`config.mk`:
```
export PLATFORM = sky130hd
export DESIGN_NAME = led_command_packet_parser_unit_flat
export DESIGN_NICKNAME = d
export VERILOG_FILES = /design/src/design/lcpp_pkg.sv /design/src/design/lcpp_req_if.sv /design/src/design/lcpp_rsp_if.sv /design/src/design/lcpp_csr_if.sv /design/src/design/lcpp_parser.sv /design/src/design/led_command_packet_parser_unit.sv /design/src/flat_wrapper.sv
export SDC_FILE = /design/constraint.sdc
export NUM_CORES = 1
export LEC_CHECK = 0
export BUFFER_PORTS_ARGS = -buffer_cell sky130_fd_sc_hd__buf_2
export CAP_MARGIN = 20
export CORE_ASPECT_RATIO = 1.2
export CORE_MARGIN = 5
export CORE_UTILIZATION = 50
export DETAILED_ROUTE_END_ITERATION = 10
export PLACE_DENSITY_LB_ADDON = 0.08
export SLEW_MARGIN = 20
export SYNTH_ARGS = -nofsm -noshare
export SYNTH_HDL_FRONTEND = slang
export SYNTH_SLANG_ARGS = --single-unit
```
`constraint.sdc`:
```
create_clock -name clock -period 2.45 [get_ports clock]
set_input_delay 0.245 -clock clock [delete_from_list [all_inputs] [get_ports clock]]
set_output_delay 0.245 -clock clock [all_outputs]
set_load 0.02 [all_outputs]
```
`src/design/lcpp_pkg.sv`:
```
// Shared types and constants for the LED command packet parser.
// No dependencies; used by the interfaces, the parser core and the top level.
package lcpp_pkg;

   localparam int unsigned ByteWidth  = 8;
   localparam int unsigned IndexWidth = 7;
   localparam int unsigned CsrIdxWidth = 4;

   typedef enum logic [2:0] {
      ACT_NONE     = 3'd0,
      ACT_ACK      = 3'd1,
      ACT_ON       = 3'd2,
      ACT_OFF      = 3'd3,
      ACT_LATCH    = 3'd4,
      ACT_END_LINK = 3'd5,
      ACT_ERR_OUT  = 3'd6,
      ACT_ERR_IN   = 3'd7
   } action_type;

   // register map
   localparam logic [CsrIdxWidth-1:0] REG_START      = 4'd0;
   localparam logic [CsrIdxWidth-1:0] REG_END        = 4'd1;
   localparam logic [CsrIdxWidth-1:0] REG_ACK        = 4'd2;
   localparam logic [CsrIdxWidth-1:0] REG_BEGIN_LINK = 4'd3;
   localparam logic [CsrIdxWidth-1:0] REG_END_LINK   = 4'd4;
   localparam logic [CsrIdxWidth-1:0] REG_LAMP_ON    = 4'd5;
   localparam logic [CsrIdxWidth-1:0] REG_LAMP_OFF   = 4'd6;
   localparam logic [CsrIdxWidth-1:0] REG_LATCH      = 4'd7;

   localparam logic [ByteWidth-1:0] ASCII_ZERO = 8'd48;
   localparam logic [ByteWidth-1:0] ASCII_NINE = 8'd57;

   typedef struct packed {
      logic [ByteWidth-1:0] start_code;
      logic [ByteWidth-1:0] end_code;
      logic [ByteWidth-1:0] ack_code;
      logic [ByteWidth-1:0] begin_link_code;
      logic [ByteWidth-1:0] end_link_code;
      logic [ByteWidth-1:0] lamp_on_code;
      logic [ByteWidth-1:0] lamp_off_code;
      logic [ByteWidth-1:0] latch_code;
   } codes_type;

   localparam codes_type CODES_RESET = '{
      start_code:      8'd2,
      end_code:        8'd3,
      ack_code:        8'd6,
      begin_link_code: 8'd66,
      end_link_code:   8'd69,
      lamp_on_code:    8'd78,
      lamp_off_code:   8'd70,
      latch_code:      8'd83
   };

   typedef struct packed {
      action_type            action;
      logic [IndexWidth-1:0] lamp_index;
   } result_type;

endpackage

```
`src/design/lcpp_req_if.sv`:
```
// Byte input channel interface for the LED command packet parser.
// Depends on lcpp_pkg.
interface lcpp_req_if import lcpp_pkg::*; ();
   logic                 valid;
   logic                 ready;
   logic [ByteWidth-1:0] rx_byte;

   modport source (output valid, output rx_byte, input ready);
   modport sink   (input valid, input rx_byte, output ready);
endinterface

```
`src/design/lcpp_rsp_if.sv`:
```
// Result channel interface for the LED command packet parser.
// Depends on lcpp_pkg.
interface lcpp_rsp_if import lcpp_pkg::*; ();
   logic                  valid;
   logic                  ready;
   logic [2:0]            action;
   logic [IndexWidth-1:0] lamp_index;

   modport source (output valid, output action, output lamp_index, input ready);
   modport sink   (input valid, input action, input lamp_index, output ready);
endinterface

```
`src/design/lcpp_csr_if.sv`:
```
// Register write channel interface for the LED command packet parser.
// Depends on lcpp_pkg.
interface lcpp_csr_if import lcpp_pkg::*; ();
   logic                   valid;
   logic                   ready;
   logic [CsrIdxWidth-1:0] index;
   logic [ByteWidth-1:0]   data;

   modport source (output valid, output index, output data, input ready);
   modport sink   (input valid, input index, input data, output ready);
endinterface

```
`src/design/lcpp_parser.sv`:
```
// Parser core: packet state machine and per-byte decode into one result.
// Depends on lcpp_pkg.
module lcpp_parser import lcpp_pkg::*; (
   input  logic                 clock,
   input  logic                 reset,
   input  logic                 take,
   input  logic [ByteWidth-1:0] rx_byte,
   input  codes_type            codes,
   output result_type           result
);

   typedef enum logic [1:0] {
      MODE_OUTSIDE = 2'd0,
      MODE_INSIDE  = 2'd1,
      MODE_DIGIT1  = 2'd2,
      MODE_DIGIT2  = 2'd3
   } mode_type;

   mode_type   mode_ff, mode_in;
   logic       pending_on_ff, pending_on_in;
   logic [3:0] first_digit_ff, first_digit_in;
   logic       first_was_digit_ff, first_was_digit_in;

   logic       is_dec;
   logic [3:0] digit;
   logic [IndexWidth-1:0] two_digit;

   assign is_dec = (rx_byte >= ASCII_ZERO) && (rx_byte <= ASCII_NINE);
   assign digit  = rx_byte[3:0];
   // first * 10 + second, as shifts and adds
   assign two_digit = {first_digit_ff, 3'b000} + {2'b00, first_digit_ff, 1'b0}
                    + {3'b000, digit};

   always_comb begin
      mode_in            = mode_ff;
      pending_on_in      = pending_on_ff;
      first_digit_in     = first_digit_ff;
      first_was_digit_in = first_was_digit_ff;
      result.action      = ACT_NONE;
      result.lamp_index  = '0;
      unique case (mode_ff)
         MODE_OUTSIDE: begin
            if (rx_byte == codes.ack_code) begin
               result.action = ACT_NONE;
            end else if (rx_byte == codes.start_code) begin
               mode_in = MODE_INSIDE;
            end else begin
               result.action = ACT_ERR_OUT;
            end
         end
         MODE_INSIDE: begin
            if (rx_byte == codes.begin_link_code) begin
               result.action = ACT_NONE;
            end else if (rx_byte == codes.end_link_code) begin
               result.action = ACT_END_LINK;
            end else if (rx_byte == codes.lamp_on_code || rx_byte == codes.lamp_off_code) begin
               pending_on_in = (rx_byte == codes.lamp_on_code);
               mode_in       = MODE_DIGIT1;
            end else if (rx_byte == codes.latch_code) begin
               result.action = ACT_LATCH;
            end else if (rx_byte == codes.end_code) begin
               result.action = ACT_ACK;
               mode_in       = MODE_OUTSIDE;
            end else begin
               result.action = ACT_ERR_IN;
               mode_in       = MODE_OUTSIDE;
            end
         end
         MODE_DIGIT1: begin
            first_was_digit_in = is_dec;
            first_digit_in     = is_dec ? digit : 4'd0;
            mode_in            = MODE_DIGIT2;
         end
         MODE_DIGIT2: begin
            // atoi: stop at the first non-digit
            if (!first_was_digit_ff) begin
               result.lamp_index = '0;
            end else if (is_dec) begin
               result.lamp_index = two_digit;
            end else begin
               result.lamp_index = {3'b000, first_digit_ff};
            end
            result.action = pending_on_ff ? ACT_ON : ACT_OFF;
            mode_in       = MODE_INSIDE;
         end
         default: begin
            mode_in = MODE_OUTSIDE;
         end
      endcase
   end

   always_ff @(posedge clock) begin
      if (reset) begin
         mode_ff            <= MODE_OUTSIDE;
         pending_on_ff      <= 1'b0;
         first_digit_ff     <= '0;
         first_was_digit_ff <= 1'b0;
      end else if (take) begin
         mode_ff            <= mode_in;
         pending_on_ff      <= pending_on_in;
         first_digit_ff     <= first_digit_in;
         first_was_digit_ff <= first_was_digit_in;
      end
   end

endmodule

```
`src/design/led_command_packet_parser_unit.sv`:
```
// Top level of the LED command packet parser: register file, parser core
// and result register. Depends on lcpp_pkg, the channel interfaces, lcpp_parser.
//
//   port      dir   beat carries
//   req_chan  in    rx_byte, one received serial byte
//   rsp_chan  out   action, lamp_index
//   csr_chan  in    index, data (register write)
//
// One byte per cycle while rsp_chan takes results: a byte is decoded in the cycle
// it is accepted and its result shows on rsp_chan the next cycle.
// The result register is the only buffer; req ready drops while it is full
// and not being taken. Synchronous reset restores register defaults and
// closes any open packet. csr writes are always ready.
module led_command_packet_parser_unit import lcpp_pkg::*; (
   input  logic        clock,
   input  logic        reset,
   lcpp_req_if.sink    req_chan,
   lcpp_rsp_if.source  rsp_chan,
   lcpp_csr_if.sink    csr_chan
);

   codes_type             codes_ff;
   logic                  rsp_valid_ff;
   action_type            rsp_action_ff;
   logic [IndexWidth-1:0] rsp_index_ff;

   logic       req_take;
   result_type result;

   assign req_chan.ready = !rsp_valid_ff || rsp_chan.ready;
   assign req_take       = req_chan.valid && req_chan.ready;
   assign csr_chan.ready = 1'b1;

   lcpp_parser u_parser (
      .clock   (clock),
      .reset   (reset),
      .take    (req_take),
      .rx_byte (req_chan.rx_byte),
      .codes   (codes_ff),
      .result  (result)
   );

   always_ff @(posedge clock) begin
      if (reset) begin
         codes_ff <= CODES_RESET;
      end else if (csr_chan.valid) begin
         unique case (csr_chan.index)
            REG_START:      codes_ff.start_code      <= csr_chan.data;
            REG_END:        codes_ff.end_code        <= csr_chan.data;
            REG_ACK:        codes_ff.ack_code        <= csr_chan.data;
            REG_BEGIN_LINK: codes_ff.begin_link_code <= csr_chan.data;
            REG_END_LINK:   codes_ff.end_link_code   <= csr_chan.data;
            REG_LAMP_ON:    codes_ff.lamp_on_code    <= csr_chan.data;
            REG_LAMP_OFF:   codes_ff.lamp_off_code   <= csr_chan.data;
            REG_LATCH:      codes_ff.latch_code      <= csr_chan.data;
            default:        codes_ff                 <= codes_ff;
         endcase
      end
   end

   always_ff @(posedge clock) begin
      if (reset) begin
         rsp_valid_ff <= 1'b0;
      end else if (req_take) begin
         rsp_valid_ff <= 1'b1;
      end else if (rsp_chan.ready) begin
         rsp_valid_ff <= 1'b0;
      end
   end

   always_ff @(posedge clock) begin
      if (req_take) begin
         rsp_action_ff <= result.action;
         rsp_index_ff  <= result.lamp_index;
      end
   end

   assign rsp_chan.valid      = rsp_valid_ff;
   assign rsp_chan.action     = rsp_action_ff;
   assign rsp_chan.lamp_index = rsp_index_ff;

endmodule

```
`src/flat_wrapper.sv`:
```
// flat-port wrapper written by rule: the top's interface ports become plain ports
module led_command_packet_parser_unit_flat import lcpp_pkg::*;
  (clock, reset, req_chan_valid, req_chan_rx_byte, req_chan_ready, rsp_chan_valid, rsp_chan_action, rsp_chan_lamp_index, rsp_chan_ready, csr_chan_valid, csr_chan_index, csr_chan_data, csr_chan_ready);
  lcpp_req_if req_chan_i ();
  lcpp_rsp_if rsp_chan_i ();
  lcpp_csr_if csr_chan_i ();
  input  logic clock;
  input  logic reset;
  input wire logic [$bits(req_chan_i.valid)-1:0] req_chan_valid;
  input wire logic [$bits(req_chan_i.rx_byte)-1:0] req_chan_rx_byte;
  output wire logic [$bits(req_chan_i.ready)-1:0] req_chan_ready;
  output wire logic [$bits(rsp_chan_i.valid)-1:0] rsp_chan_valid;
  output wire logic [$bits(rsp_chan_i.action)-1:0] rsp_chan_action;
  output wire logic [$bits(rsp_chan_i.lamp_index)-1:0] rsp_chan_lamp_index;
  input wire logic [$bits(rsp_chan_i.ready)-1:0] rsp_chan_ready;
  input wire logic [$bits(csr_chan_i.valid)-1:0] csr_chan_valid;
  input wire logic [$bits(csr_chan_i.index)-1:0] csr_chan_index;
  input wire logic [$bits(csr_chan_i.data)-1:0] csr_chan_data;
  output wire logic [$bits(csr_chan_i.ready)-1:0] csr_chan_ready;
  assign req_chan_i.valid = req_chan_valid;
  assign req_chan_i.rx_byte = req_chan_rx_byte;
  assign req_chan_ready = req_chan_i.ready;
  assign rsp_chan_valid = rsp_chan_i.valid;
  assign rsp_chan_action = rsp_chan_i.action;
  assign rsp_chan_lamp_index = rsp_chan_i.lamp_index;
  assign rsp_chan_i.ready = rsp_chan_ready;
  assign csr_chan_i.valid = csr_chan_valid;
  assign csr_chan_i.index = csr_chan_index;
  assign csr_chan_i.data = csr_chan_data;
  assign csr_chan_ready = csr_chan_i.ready;
  led_command_packet_parser_unit u_core (.clock(clock), .reset(reset), .req_chan(req_chan_i), .rsp_chan(rsp_chan_i), .csr_chan(csr_chan_i));
endmodule
```
==> metrics.md, run 1 <==
| Metric | Value |
|---|---|
| Unique masters post-synth | `40` |
| First-pass GRT wire length | `approximately 15000 microns` |
| Crit path time final | `between 2 and 2.5 ns` |
| Synth-to-layout area growth | `10.6%` |
| Type of origin of the critical path | `flop` |
| Tot Pwr | `approximately 2600 uW` |
| Post-Route WL | `9300 microns` |
| First-pass DRT Iterations | `4` |
| TritonCTS clock tree | `done` |
| Syn_nets | `between 400 and 500` |
| Post-DP HPWL | `between 6000 and 7000 microns` |
| Vias in the first global route | `between 3000 and 4000` |
| WP buf/inv | `2` |
| WP data required | `2.54 ns` |
| Fin Setup TNS | `0 ns` |
| Worst R2R Start | `u_core.u_parser.first_digit_ff[0]$_SDFFE_PP0P_` |
| Largest delay share family, worst path | `adder cells` |
| Share of cells above drive strength 1 | `0.149` |
| Synth Flop Type | `dfxtp_1` |
| Setup slack, reg-to-reg | `between 0.1 and 0.15 ns` |
| Leakage | `between 0.0015 and 0.002 uW` |
| Clock latency on the worst-skew pair | `roughly 0.36 ns` |
| Ys Warns | `0` |
| Register clock-pin slew on the reported worst setup and hold paths | `around 0.08 ns` |
| Hold Crit Depth | `3` |
| Final Hold Fails | `0` |
| Worst vdd ir | `~0.00040 V` |
| Input/output buffers | `36` |
| FMAX | `roughly 430 MHz` |
| Worst-margin pin slew | `slightly below 0.8 ns` |
| Layout Utilization | `0.557` |
| Final net count | `slightly above 500` |
| Worst slew margin | `0.479` |
| Final setup violation count | `0` |
| DRT iter0 DRCs | `roughly 130` |
| CP Class | `flop to flop` |
| Seq/Total Area, Yosys | `0.413` |
| GPL Wtd Cong | `0.823` |
| Initial core utilization | `0.504` |
| Drt via density | `about 5.1` |
| Core Area | `between 0.008 and 0.009 sq mm` |
| Total GRT Usage | `0.192` |
| Placed cell areas | `0.00454 sq mm` |
| Worst Clk Skew | `slightly below 0.007 ns` |
| Worst-path fanout max | `4` |
| DR WL/cell | `roughly 16 microns` |
| H-tree depth | `3` |
| # IOs | `38` |
| Slowest-stage cell, CP | `fa_1` |
| Initial antenna violation count | `0` |
| Status | `completed` |
| Die Ht | `between 100 and 150 microns` |
| Fillcell total | `785` |
| Clock sink count | `83` |
| R2r worst-path depth | `8` |
| Synthesized area | `0.00427 sq mm` |
| Total CTS buffers | `9` |
| Worst hold start | `req_chan_valid` |
| Synth Register Bits | `between 80 and 90` |
| Die W | `94.3 microns` |
| Largest net degree at the start of global routing | `41` |
| Max-cap viol count | `0` |
| Worst r2r dst | `u_core.rsp_chan.lamp_index[6]$_SDFFCE_PN0P_` |
| Ys async rst share | `0` |
| Pwr Density | `545 mW/mm^2` |
| RSZ-0062 raised after global routing | `false` |
| Final WS setup | `0.132 ns` |
| EDFF count, synth | `10` |
| Crit path launch | `u_core.u_parser.first_digit_ff[0]$_SDFFE_PP0P_` |
| Hold Buf Count CTS | `0` |
| Antenna Nets Post-Route | `0` |
| Ant diodes | `0` |
| Vias after detailed routing | `slightly above 3000` |
| Cells along the critical path | `inv_1 > fa_1 > inv_1 > fa_1 > a21o_1 > a21oi_1 > xor2_1 > nor3_1` |
| Mapped Avg Cell Area | `9.70 sq um` |
| Drt drc | `0` |
| HP Class | `primary input to flop` |
| Period utilisation layout | `0.946` |
| Setup bufs post-CTS | `0` |
| CP peak stage delay | `about 0.52 ns` |
| Pre-CTS setup slack | `0.0931 ns` |
| CTS root buffer | `clkbuf_8` |
| CP Capture Type | `flop` |
| Final instance area | `0.00472 sq mm` |
| Max Slew Vio Count | `0` |
| Row count | `37` |
| Gate Count Post-Synth | `440` |
| Die area | `about 0.010 sq mm` |
| Crit path DAT | `around 2.4 ns` |
| Worst Hold End | `u_core.rsp_chan.valid$_SDFFE_PP0P_` |
| Max Buffers Root-to-Sink | `2` |
| CTS resizes | `0` |
| Remaining Overflow, GRT | `0` |
## layout by cell type, fill, tap and decap left out, types with 4 or more instances in the layout
master     n
a211o_1   22
a21oi_1   10
a22oi_1    4
buf_2     36
buf_4     12
clkbuf_8  11
clkinv_2   4
dfxtp_1   73
edfxtp_1  10
ha_1      13
inv_1     16
mux2i_1   46
nand2_1    7
nand3_1    4
nand4_1   10
nor2_1    69
nor2b_1   16
nor3_1     5
nor4_1     7
o21ai_0    4
xnor2_1   33
xor2_1    33
## per-layer routing
metal	vias up	routed length (microns)	track usage
li1	1543	-	-
met1	1424	4510	0.253
met2	54	4380	0.310
met3	10	272	0.0353
met4	0	142	0.0703
met5	-	0	0
## metrics by stage
step | hold slack, ns | instances
6_report | 0.119 | 592
3_5_place_dp | 0.475 | 576
4_1_cts | 0.101 | 592
5_1_grt | 0.130 | 592
2_1_floorplan | 0.363 | 440
3_3_place_gp | 0.464 | 576
## kinds of logic after synthesis
kind of cell    synth area share
simple gates               0.151
flops                      0.413
xor+xnor                   0.139
compound gates            0.0850
mux                        0.111
buf+inv                   0.0522
fa+ha+maj                 0.0475
other cells             0.000879
## final cells by class
cell class	instances	area [sq um]	share of cell area
multi-input cells	311	2280	0.484
flip-flops and latches	83	1760	0.373
repair buffers	49	290	0.0615
clock buffers	11	151	0.0321
well taps	117	146	0.0310
inverters	16	60.1	0.0127
clock inverters	5	26.3	0.00557
## tightest hold or removal path, cell delays in order
cell and delay, ns:
buf_2 0.10, inv_1 0.04, a21oi_1 0.05
## report_power, final
group / switching (uW) / internal [uW] / total (uW)
sequential: 12.7 / 1400 / 1410
combinational: 156 / 98.2 / 254
clock: 490 / 417 / 907
## Yosys cell counts (all sizes together), types with 3 or more instances
cell type | number | area share
nor2 | 69 | 0.061
nor3 | 5 | 0.0059
nand4 | 10 | 0.015
nor3b | 3 | 0.0053
a22oi | 4 | 0.0070
clkbuf | 14 | 0.012
nor4 | 8 | 0.013
nand3b | 3 | 0.0053
mux2i | 46 | 0.11
inv | 16 | 0.014
and2 | 4 | 0.0059
dfxtp | 73 | 0.34
xor2 | 34 | 0.072
o21ai | 4 | 0.0047
a21o | 3 | 0.0053
ha | 13 | 0.038
xnor2 | 33 | 0.068
nor2b | 16 | 0.023
nand3 | 4 | 0.0047
a211o | 22 | 0.045
edfxtp | 10 | 0.070
a21oi | 11 | 0.014
buf | 16 | 0.026
nand2 | 7 | 0.0062
## worst max path at each step
| stage | endpoint | slack (ns) | cells after the start |
|---|---|---|---|
| floorplan | u_core.rsp_chan.lamp_index[6]$_SDFFCE_PN0P_ | 0.16 | 9 |
| global placement | u_core.rsp_chan.lamp_index[6]$_SDFFCE_PN0P_ | 0.14 | 9 |
| detailed placement | u_core.rsp_chan.lamp_index[6]$_SDFFCE_PN0P_ | 0.09 | 9 |
| finish | u_core.rsp_chan.lamp_index[6]$_SDFFCE_PN0P_ | 0.13 | 8 |
| global route | u_core.rsp_chan.lamp_index[6]$_SDFFCE_PN0P_ | 0.02 | 8 |
| CTS | u_core.rsp_chan.lamp_index[6]$_SDFFCE_PN0P_ | 0.12 | 8 |
## registers in the layout, summed over array words and instances (netlist names)
signal	count
u_core.codes_ff	64
u_core.rsp_chan.action	3
u_core.rsp_chan.lamp_index	7
u_core.rsp_chan.valid	1
u_core.u_parser.first_digit_ff	4
u_core.u_parser.first_was_digit_ff	1
u_core.u_parser.mode_ff	2
u_core.u_parser.pending_on_ff	1
Note: power is estimated with default switching activity, not from simulation.
==> inputs of run 2 (changes only) <==
--- a/config.mk
+++ b/config.mk
@@ -5,6 +5,7 @@
 export SDC_FILE = /design/constraint.sdc
 export NUM_CORES = 1
 export LEC_CHECK = 0
+export ABC_AREA = 1
 export BUFFER_PORTS_ARGS = -buffer_cell sky130_fd_sc_hd__buf_2
 export CAP_MARGIN = 20
 export CORE_ASPECT_RATIO = 1.2
==> run 2 against run 1 <==
  * Flip-flop and latch count stayed put
  * Largest power group unchanged
  * Via count is 27% higher
  * Power is 7.1% higher
  * Largest cell class unchanged
==> metrics.md, run 2 <==
| Metric | Value |
|---|---|
| Max reg flops | `64 (unchanged)` |
| CTS root buffer | `clkbuf_8` |
| Worst-path fanout max | `4 (unchanged)` |
| CTS resizes | `0 (unchanged)` |
| Largest reg by FF count | `u_core.codes_ff` |
| GPL Wtd Cong | `0.908 (+10%)` |
| Sw frac | `0.267 (+0.0111)` |
| Reg area | `0.00176 sq mm (unchanged)` |
| WP buf/inv | `4 (+2)` |
| Post-Route WL | `10900 microns (+17%)` |
| Drt drc | `0 (unchanged)` |
| Multiplexer share of the synthesized area | `0 (-0.111)` |
| Synth Register Bits | `83 (unchanged)` |
| Share of cells above drive strength 1 | `0.130 (-0.0193)` |
| EDFF count, synth | `10 (unchanged)` |
| Vias after detailed routing | `3861 (+27%)` |
| Total CTS buffers | `9 (unchanged)` |
| Pwr Density | `562 mW/mm^2 (+3.2%)` |
| Pre-CTS setup slack | `0.203 ns (+0.110 ns)` |
| Top-count cell post-synth | `nand2_1` |
| Final net count | `688 (+35%)` |
| Crit path time final | `2.25 ns (-0.0637 ns)` |
| Setup bufs post-CTS | `0 (unchanged)` |
| Tot Pwr | `2750 uW (+7.1%)` |
| Max Buffers Root-to-Sink | `2 (unchanged)` |
| Max-cap viol count | `0 (unchanged)` |
| Worst vdd ir | `0.000349 V (-14%)` |
| Synth Area in XOR/XNOR | `0.0826 (-0.0566)` |
| Worst Clk Skew | `0.00710 ns (+0.000251 ns)` |
| Die area | `0.0109 sq mm (+3.9%)` |
| DRT iter0 DRCs | `212 (+61%)` |
| Fillcell total | `859 (+9.4%)` |
| Core Area | `0.00866 sq mm (+2.2%)` |
| Post-Synth Adder-Cell Area | `0.0455 (-0.00197)` |
| Remaining Overflow, GRT | `0 (unchanged)` |
| Gate Count Post-Synth | `614 (+40%)` |
| Mapped Avg Cell Area | `7.25 sq um (-25%)` |
| Ant diodes | `0 (unchanged)` |
| CP Class | `flop to flop` |
| Commonest non-fill, non-tap cell in the layout | `nand2_1` |
| Hold Buf Count CTS | `0 (unchanged)` |
| Initial antenna violation count | `0 (unchanged)` |
| Logic gate share of total power | `0.124 (+0.025)` |
| Slowest-stage cell, CP | `fa_1` |
| Unique masters post-synth | `33 (-18%)` |
| Share of Yosys cell area claimed by the top area cell type | `0.328 (-0.0142)` |
| Total GRT Usage | `0.214 (+0.0227)` |
| Row count | `37 (unchanged)` |
| TritonCTS clock tree | `done` |
| Synthesized area | `0.00445 sq mm (+4.3%)` |
| H-tree depth | `3 (unchanged)` |
| Ys Warns | `0 (unchanged)` |
| Leakage | `0.00223 uW (+16%)` |
| Largest delay share family, worst path | `adder cells` |
| First-pass DRT Iterations | `5 (+1)` |
| Commonest non-fill, non-tap cells in the layout | `nand2_1, nor2_1, dfxtp_1, inv_1, o21ai_0` |
| Cells along the critical path | `inv_1 > fa_1 > inv_1 > fa_1 > nand2_1 > inv_1 > o21ai_0 > nand2_1 > xor2_1 > inv_1 > nor2_1` |
| Synth-to-layout area growth | `9.97%` |
| Top post-synthesis cells by area | `dfxtp_1, nand2_1, nor2_1` |
| # IOs | `38 (unchanged)` |
| Main combinational cell family by area after synthesis | `simple AND/OR/NAND/NOR gates` |
| CP peak stage delay | `0.50 ns (-0.02 ns)` |
| DR WL/cell | `14.1 microns (-9.9%)` |
| Period utilisation layout | `0.920 (-0.0260)` |
| Crit path DAT | `2.38 ns (-0.03 ns)` |
| Antenna Nets Post-Route | `0 (unchanged)` |
| Seq/Total Area, Yosys | `0.396 (-0.0172)` |
| Initial core utilization | `0.514 (+0.0106)` |
| Final Hold Fails | `0 (unchanged)` |
| Area leader, netlist | `dfxtp_1` |
| Final WS setup | `0.196 ns (+0.0637 ns)` |
| Synth cell count leaders | `nand2_1, nor2_1, dfxtp_1` |
| Fin Setup TNS | `0 ns (unchanged)` |
| Clock latency on the worst-skew pair | `0.36 ns (about the same)` |
| Status | `completed` |
| FMAX | `444 MHz (+2.8%)` |
| HP Class | `primary input to flop` |
| Largest net degree at the start of global routing | `59 (+44%)` |
| RSZ-0062 raised after global routing | `false` |
| Psw | `736 uW (+12%)` |
| Clock sink count | `83 (unchanged)` |
| Die W | `96.2 microns (+1.9%)` |
| Max Slew Vio Count | `0 (unchanged)` |
| CP Capture Type | `flop` |
| Ys async rst share | `0 (unchanged)` |
| Simple logic cell fraction of the synthesized area | `0.278 (+0.127)` |
| First-pass GRT wire length | `17800 microns (+15%)` |
| Internal power | `2020 uW (+5.5%)` |
| Synth Flop Type | `dfxtp_1` |
| Register clock-pin slew on the reported worst setup and hold paths | `0.08 ns (about the same)` |
| Cell repeated most along the worst path | `inv_1` |
| Input/output buffers | `36 (unchanged)` |
| Post-DP HPWL | `7890 microns (+19%)` |
| Final setup violation count | `0 (unchanged)` |
| Drt via density | `5.01 (-2.1%)` |
| Multi-input logic area | `0.00227 sq mm (-0.60%)` |
| Die Ht | `113 microns (+2.0%)` |
| Clock power frac | `0.355 (+0.002)` |
| Compound-Gate Fraction of Synth Area | `0.102 (+0.0173)` |
| Vias in the first global route | `3687 (+22%)` |
| Sequential share of power | `0.521 (-0.027)` |
| Syn_nets | `654 (+36%)` |
| Type of origin of the critical path | `flop` |
| WP data required | `2.57 ns (+0.03 ns)` |
[run 2: layout make-up]
cell class | count | share of cell area
Multi-Input combinational cell | 441 | 0.463
Clock buffer | 15 | 0.0383
Sequential cell | 83 | 0.360
Inverter | 69 | 0.0560
Timing Repair Buffer | 44 | 0.0516
Clock inverter | 1 | 0.00102
Tap cell | 117 | 0.0299
[run 2: worst register-to-register path, stage by stage, from the launching register on]
cell and delay [ns]:
dfxtp_1 0.38, inv_1 0.07, fa_1 0.50, inv_1 0.07, fa_1 0.44, nand2_1 0.07
inv_1 0.05, o21ai_0 0.14, nand2_1 0.08, xor2_1 0.14, inv_1 0.05, nor2_1 0.03
[run 2: stage by stage]
stage | area, sq um | std cells | hold slack, ns | util
2_1_floorplan | 4450 | 614 | 0.314 | -
5_1_grt | 4900 | 770 | 0.160 | 0.566
3_5_place_dp | 4700 | 754 | 0.458 | 0.543
3_3_place_gp | 4700 | 754 | 0.451 | 0.543
4_1_cts | 4900 | 770 | 0.146 | 0.566
6_report | 4900 | 770 | 0.161 | 0.566
[run 2: final timing paths]
check | startpoint | endpoint | slack (ns) | cells after the start
max | u_core.u_parser.first_digit_ff[0]$_SDFFE_PP0P_ | u_core.rsp_chan.lamp_index[6]$_SDFFCE_PN0P_ | 0.20 | 11
min | reset | u_core.u_parser.first_digit_ff[3]$_SDFFE_PP0P_ | 0.16 | 2
max reg2reg | u_core.u_parser.first_digit_ff[0]$_SDFFE_PP0P_ | u_core.rsp_chan.lamp_index[6]$_SDFFCE_PN0P_ | 0.20 | 11
min reg2reg | u_core.codes_ff[60]$_SDFFE_PP0P_ | u_core.codes_ff[60]$_SDFFE_PP0P_ | 0.47 | 2
[run 2: power groups by stage]
stage                     registers [uW]  logic [uW]  clock network (uW)
after detailed placement            1470         343                   0
after floorplan                     1480         235                   0
after CTS                           1430         344                1000
final                               1430         341                 978
after global routing                1440         384                1070
after global placement              1460         340                   0
[run 2: cells by family after synthesis]
logic type | count (synthesis)
xor+xnor | 42
flops | 83
buf+inv | 90
fa+ha+maj | 15
other cells | 1
compound gates | 87
simple gates | 296
[run 2: per-layer routing]
metal	track usage	share of wire	vias to the layer above
met1	0.249	0.42	1749
met5	0	0	-
li1	-	-	1989
met4	0.116	0.033	0
met3	0.0310	0.048	21
met2	0.371	0.50	102
==> inputs of run 3 (changes only) <==
--- a/config.mk
+++ b/config.mk
@@ -8,9 +8,11 @@
 export ABC_AREA = 1
 export BUFFER_PORTS_ARGS = -buffer_cell sky130_fd_sc_hd__buf_2
 export CAP_MARGIN = 20
+export CELL_PAD_IN_SITES_DETAIL_PLACEMENT = 1
+export CELL_PAD_IN_SITES_GLOBAL_PLACEMENT = 1
 export CORE_ASPECT_RATIO = 1.2
 export CORE_MARGIN = 5
-export CORE_UTILIZATION = 50
+export CORE_UTILIZATION = 39
 export DETAILED_ROUTE_END_ITERATION = 10
 export PLACE_DENSITY_LB_ADDON = 0.08
 export SLEW_MARGIN = 20
==> run 3 against run 2 <==
  * Maximum frequency down 1.7%
  * Worst hold slack better by 0.038 ns
  * Power up 15%
  * First-iteration DRC count down 45%
  * Cell count up 4.8%
  * Die area up 25%
  * Combinational power up 2%
  * Non-clock buffer count unchanged
  * Worst setup slack worse by 0.038 ns
  * Global-route usage down 1.9 points
  * Register-to-register slack worse by 0.04 ns
  * Highest routed layer unchanged
==> metrics.md, run 3 (synthesis gave the netlist of run 2 again) <==
| Metric | Value |
|---|---|
| Status | `completed` |
| Initial core utilization | `0.402 (-0.113)` |
| Final Hold Fails | `0 (unchanged)` |
| Hold Buf Count CTS | `0 (unchanged)` |
| Worst-margin pin slew | `0.665 ns` |
| Register clock-pin slew on the reported worst setup and hold paths | `0.06 ns (-0.02 ns)` |
| Clock power frac | `0.434 (+0.079)` |
| GPL Wtd Cong | `0.767 (-16%)` |
| FMAX | `436 MHz (-1.7%)` |
| Tot Pwr | `3150 uW (+15%)` |
| Sw frac | `0.256 (-0.0107)` |
| Setup bufs post-CTS | `0 (unchanged)` |
| # IOs | `38 (unchanged)` |
| Worst vdd ir | `0.000282 V (-19%)` |
| Fin Setup TNS | `0 ns (unchanged)` |
| Ant diodes | `0 (unchanged)` |
| CTS root buffer | `clkbuf_16` |
| Type of origin of the critical path | `flop` |
| Pre-CTS setup slack | `0.129 ns (-0.0747 ns)` |
| Psw | `809 uW (+9.9%)` |
| Max-cap viol count | `0 (unchanged)` |
| Reg area | `0.00176 sq mm (unchanged)` |
| Commonest non-fill, non-tap cell in the layout | `nand2_1` |
| Remaining Overflow, GRT | `0 (unchanged)` |
| CP peak stage delay | `0.51 ns (about the same)` |
| Core Area | `0.0111 sq mm (+28%)` |
| Largest reg by FF count | `u_core.codes_ff` |
| Fillcell total | `1444 (+68%)` |
| Logic gate share of total power | `0.110 (-0.014)` |
| Largest net degree at the start of global routing | `68 (+15%)` |
| Vias after detailed routing | `3945 (+2.2%)` |
| DRT iter0 DRCs | `116 (-45%)` |
| CP Class | `flop to flop` |
| Leakage | `0.00227 uW (+2.1%)` |
| WP data required | `2.55 ns (-0.02 ns)` |
| Total CTS buffers | `9 (unchanged)` |
| Vias in the first global route | `4184 (+13%)` |
| Max Slew Vio Count | `0 (unchanged)` |
| Pwr Density | `627 mW/mm^2 (+11%)` |
| HP Class | `primary input to flop` |
| Final net count | `688 (unchanged)` |
| Clock latency on the worst-skew pair | `0.34 ns (-0.02 ns)` |
| Row count | `42 (+14%)` |
| Cells along the critical path | `inv_1 > fa_1 > inv_1 > fa_1 > nand2_1 > inv_1 > o21ai_0 > nand2_1 > xor2_1 > inv_1 > nor2_1` |
| RSZ-0062 raised after global routing | `false` |
| Die W | `108 microns (+12%)` |
| Setup slack, reg-to-reg | `0.16 ns (-0.04 ns)` |
| DR WL/cell | `15.6 microns (+10%)` |
| Crit path to | `u_core.rsp_chan.lamp_index[6]$_SDFFCE_PN0P_` |
| Multi-input logic area | `0.00227 sq mm (unchanged)` |
| CP Capture Type | `flop` |
| First-pass DRT Iterations | `4 (-1)` |
| TritonCTS clock tree | `done` |
| Final WS setup | `0.158 ns (-0.0381 ns)` |
| Worst r2r dst | `u_core.rsp_chan.lamp_index[6]$_SDFFCE_PN0P_` |
| Crit path time final | `2.29 ns (+0.0381 ns)` |
| Slowest-stage cell, CP | `fa_1` |
| Synth-to-layout area growth | `13.0%` |
| Commonest non-fill, non-tap cells in the layout | `nand2_1, nor2_1, dfxtp_1, inv_1, o21ai_0` |
| Input/output buffers | `36 (unchanged)` |
| Max Buffers Root-to-Sink | `2 (unchanged)` |
| Total GRT Usage | `0.195 (-0.0191)` |
| Worst slew margin | `0.557` |
| Post-Route WL | `12600 microns (+16%)` |
| H-tree depth | `3 (unchanged)` |
| Post-DP HPWL | `9380 microns (+19%)` |
| Drt via density | `4.89 (-2.5%)` |
| Worst R2R Start | `u_core.u_parser.first_digit_ff[0]$_SDFFE_PP0P_` |
| Die Ht | `127 microns (+12%)` |
| First-pass GRT wire length | `20900 microns (+17%)` |
| Crit path DAT | `2.39 ns (about the same)` |
| Clock sink count | `83 (unchanged)` |
| CTS resizes | `0 (unchanged)` |
| Period utilisation layout | `0.936 (+0.0155)` |
| Initial antenna violation count | `0 (unchanged)` |
| Antenna Nets Post-Route | `0 (unchanged)` |
| Cell repeated most along the worst path | `inv_1` |
| Max reg flops | `64 (unchanged)` |
| Final setup violation count | `0 (unchanged)` |
| Crit path launch | `u_core.u_parser.first_digit_ff[0]$_SDFFE_PP0P_` |
| Sequential share of power | `0.456 (-0.065)` |
| Drt drc | `0 (unchanged)` |
| Die area | `0.0137 sq mm (+25%)` |
| R2r worst-path depth | `11 (unchanged)` |
| Worst-path fanout max | `4 (unchanged)` |
| Worst Clk Skew | `0.00431 ns (-0.00279 ns)` |
| Share of cells above drive strength 1 | `0.133 (+0.00306)` |
| Internal power | `2340 uW (+16%)` |
==> run 3: worst min-delay path by stage <==
stage,startpoint,endpoint,cells after the start
finish,req_chan_valid,u_core.rsp_chan.valid$_SDFFE_PP0P_,3
floorplan,reset,u_core.rsp_chan.valid$_SDFFE_PP0P_,1
detailed placement,u_core.codes_ff[57]$_SDFFE_PP1P_,u_core.codes_ff[57]$_SDFFE_PP1P_,2
global route,reset,u_core.rsp_chan.valid$_SDFFE_PP0P_,2
global placement,u_core.codes_ff[60]$_SDFFE_PP0P_,u_core.codes_ff[60]$_SDFFE_PP0P_,2
CTS,rsp_chan_ready,u_core.rsp_chan.valid$_SDFFE_PP0P_,4
==> run 3: power groups by stage <==
stage                     Sequential, uW  Clock (uW)  Combinational [uW]
after CTS                           1440        1410                 356
after detailed placement            1470           0                 354
after global placement              1470           0                 345
after floorplan                     1480           0                 235
final                               1440        1370                 348
after global routing                1440        1470                 393
==> run 3: metal layers <==
metal,vias to the layer above,track usage,part of all wire
met1,1881,0.223,0.42
li1,1990,-,-
met3,10,0.0308,0.039
met5,-,0,0
met4,0,0.0579,0.013
met2,64,0.369,0.53
==> run 3: cell type report <==
cell class	instances	area share
clock buffer	11	0.0482
clock inverter	5	0.0102
inverter	69	0.0545
multi-input combinational	441	0.451
sequential	83	0.350
tap	154	0.0383
timing repair buffer	44	0.0477
==> run 3: worst max-delay path, delay by kind of cell (launching register included) <==
| family | cells | cell delay, ns |
|---|---|---|
| fa+ha+maj | 2 | 0.95 |
| flops | 1 | 0.37 |
| simple gates | 3 | 0.20 |
| compound gates | 1 | 0.13 |
| buf+inv | 4 | 0.25 |
| xor+xnor | 1 | 0.15 |
==> run 3: stage by stage <==
stage / cells / utilization / hold slack (ns) / instance area, sq um
after floorplan: 614 / - / 0.314 / 4450
after global placement: 791 / 0.427 / 0.454 / 4740
after detailed placement: 791 / 0.427 / 0.464 / 4740
after CTS: 807 / 0.454 / 0.194 / 5030
after global routing: 807 / 0.454 / 0.210 / 5030
final: 807 / 0.454 / 0.199 / 5030
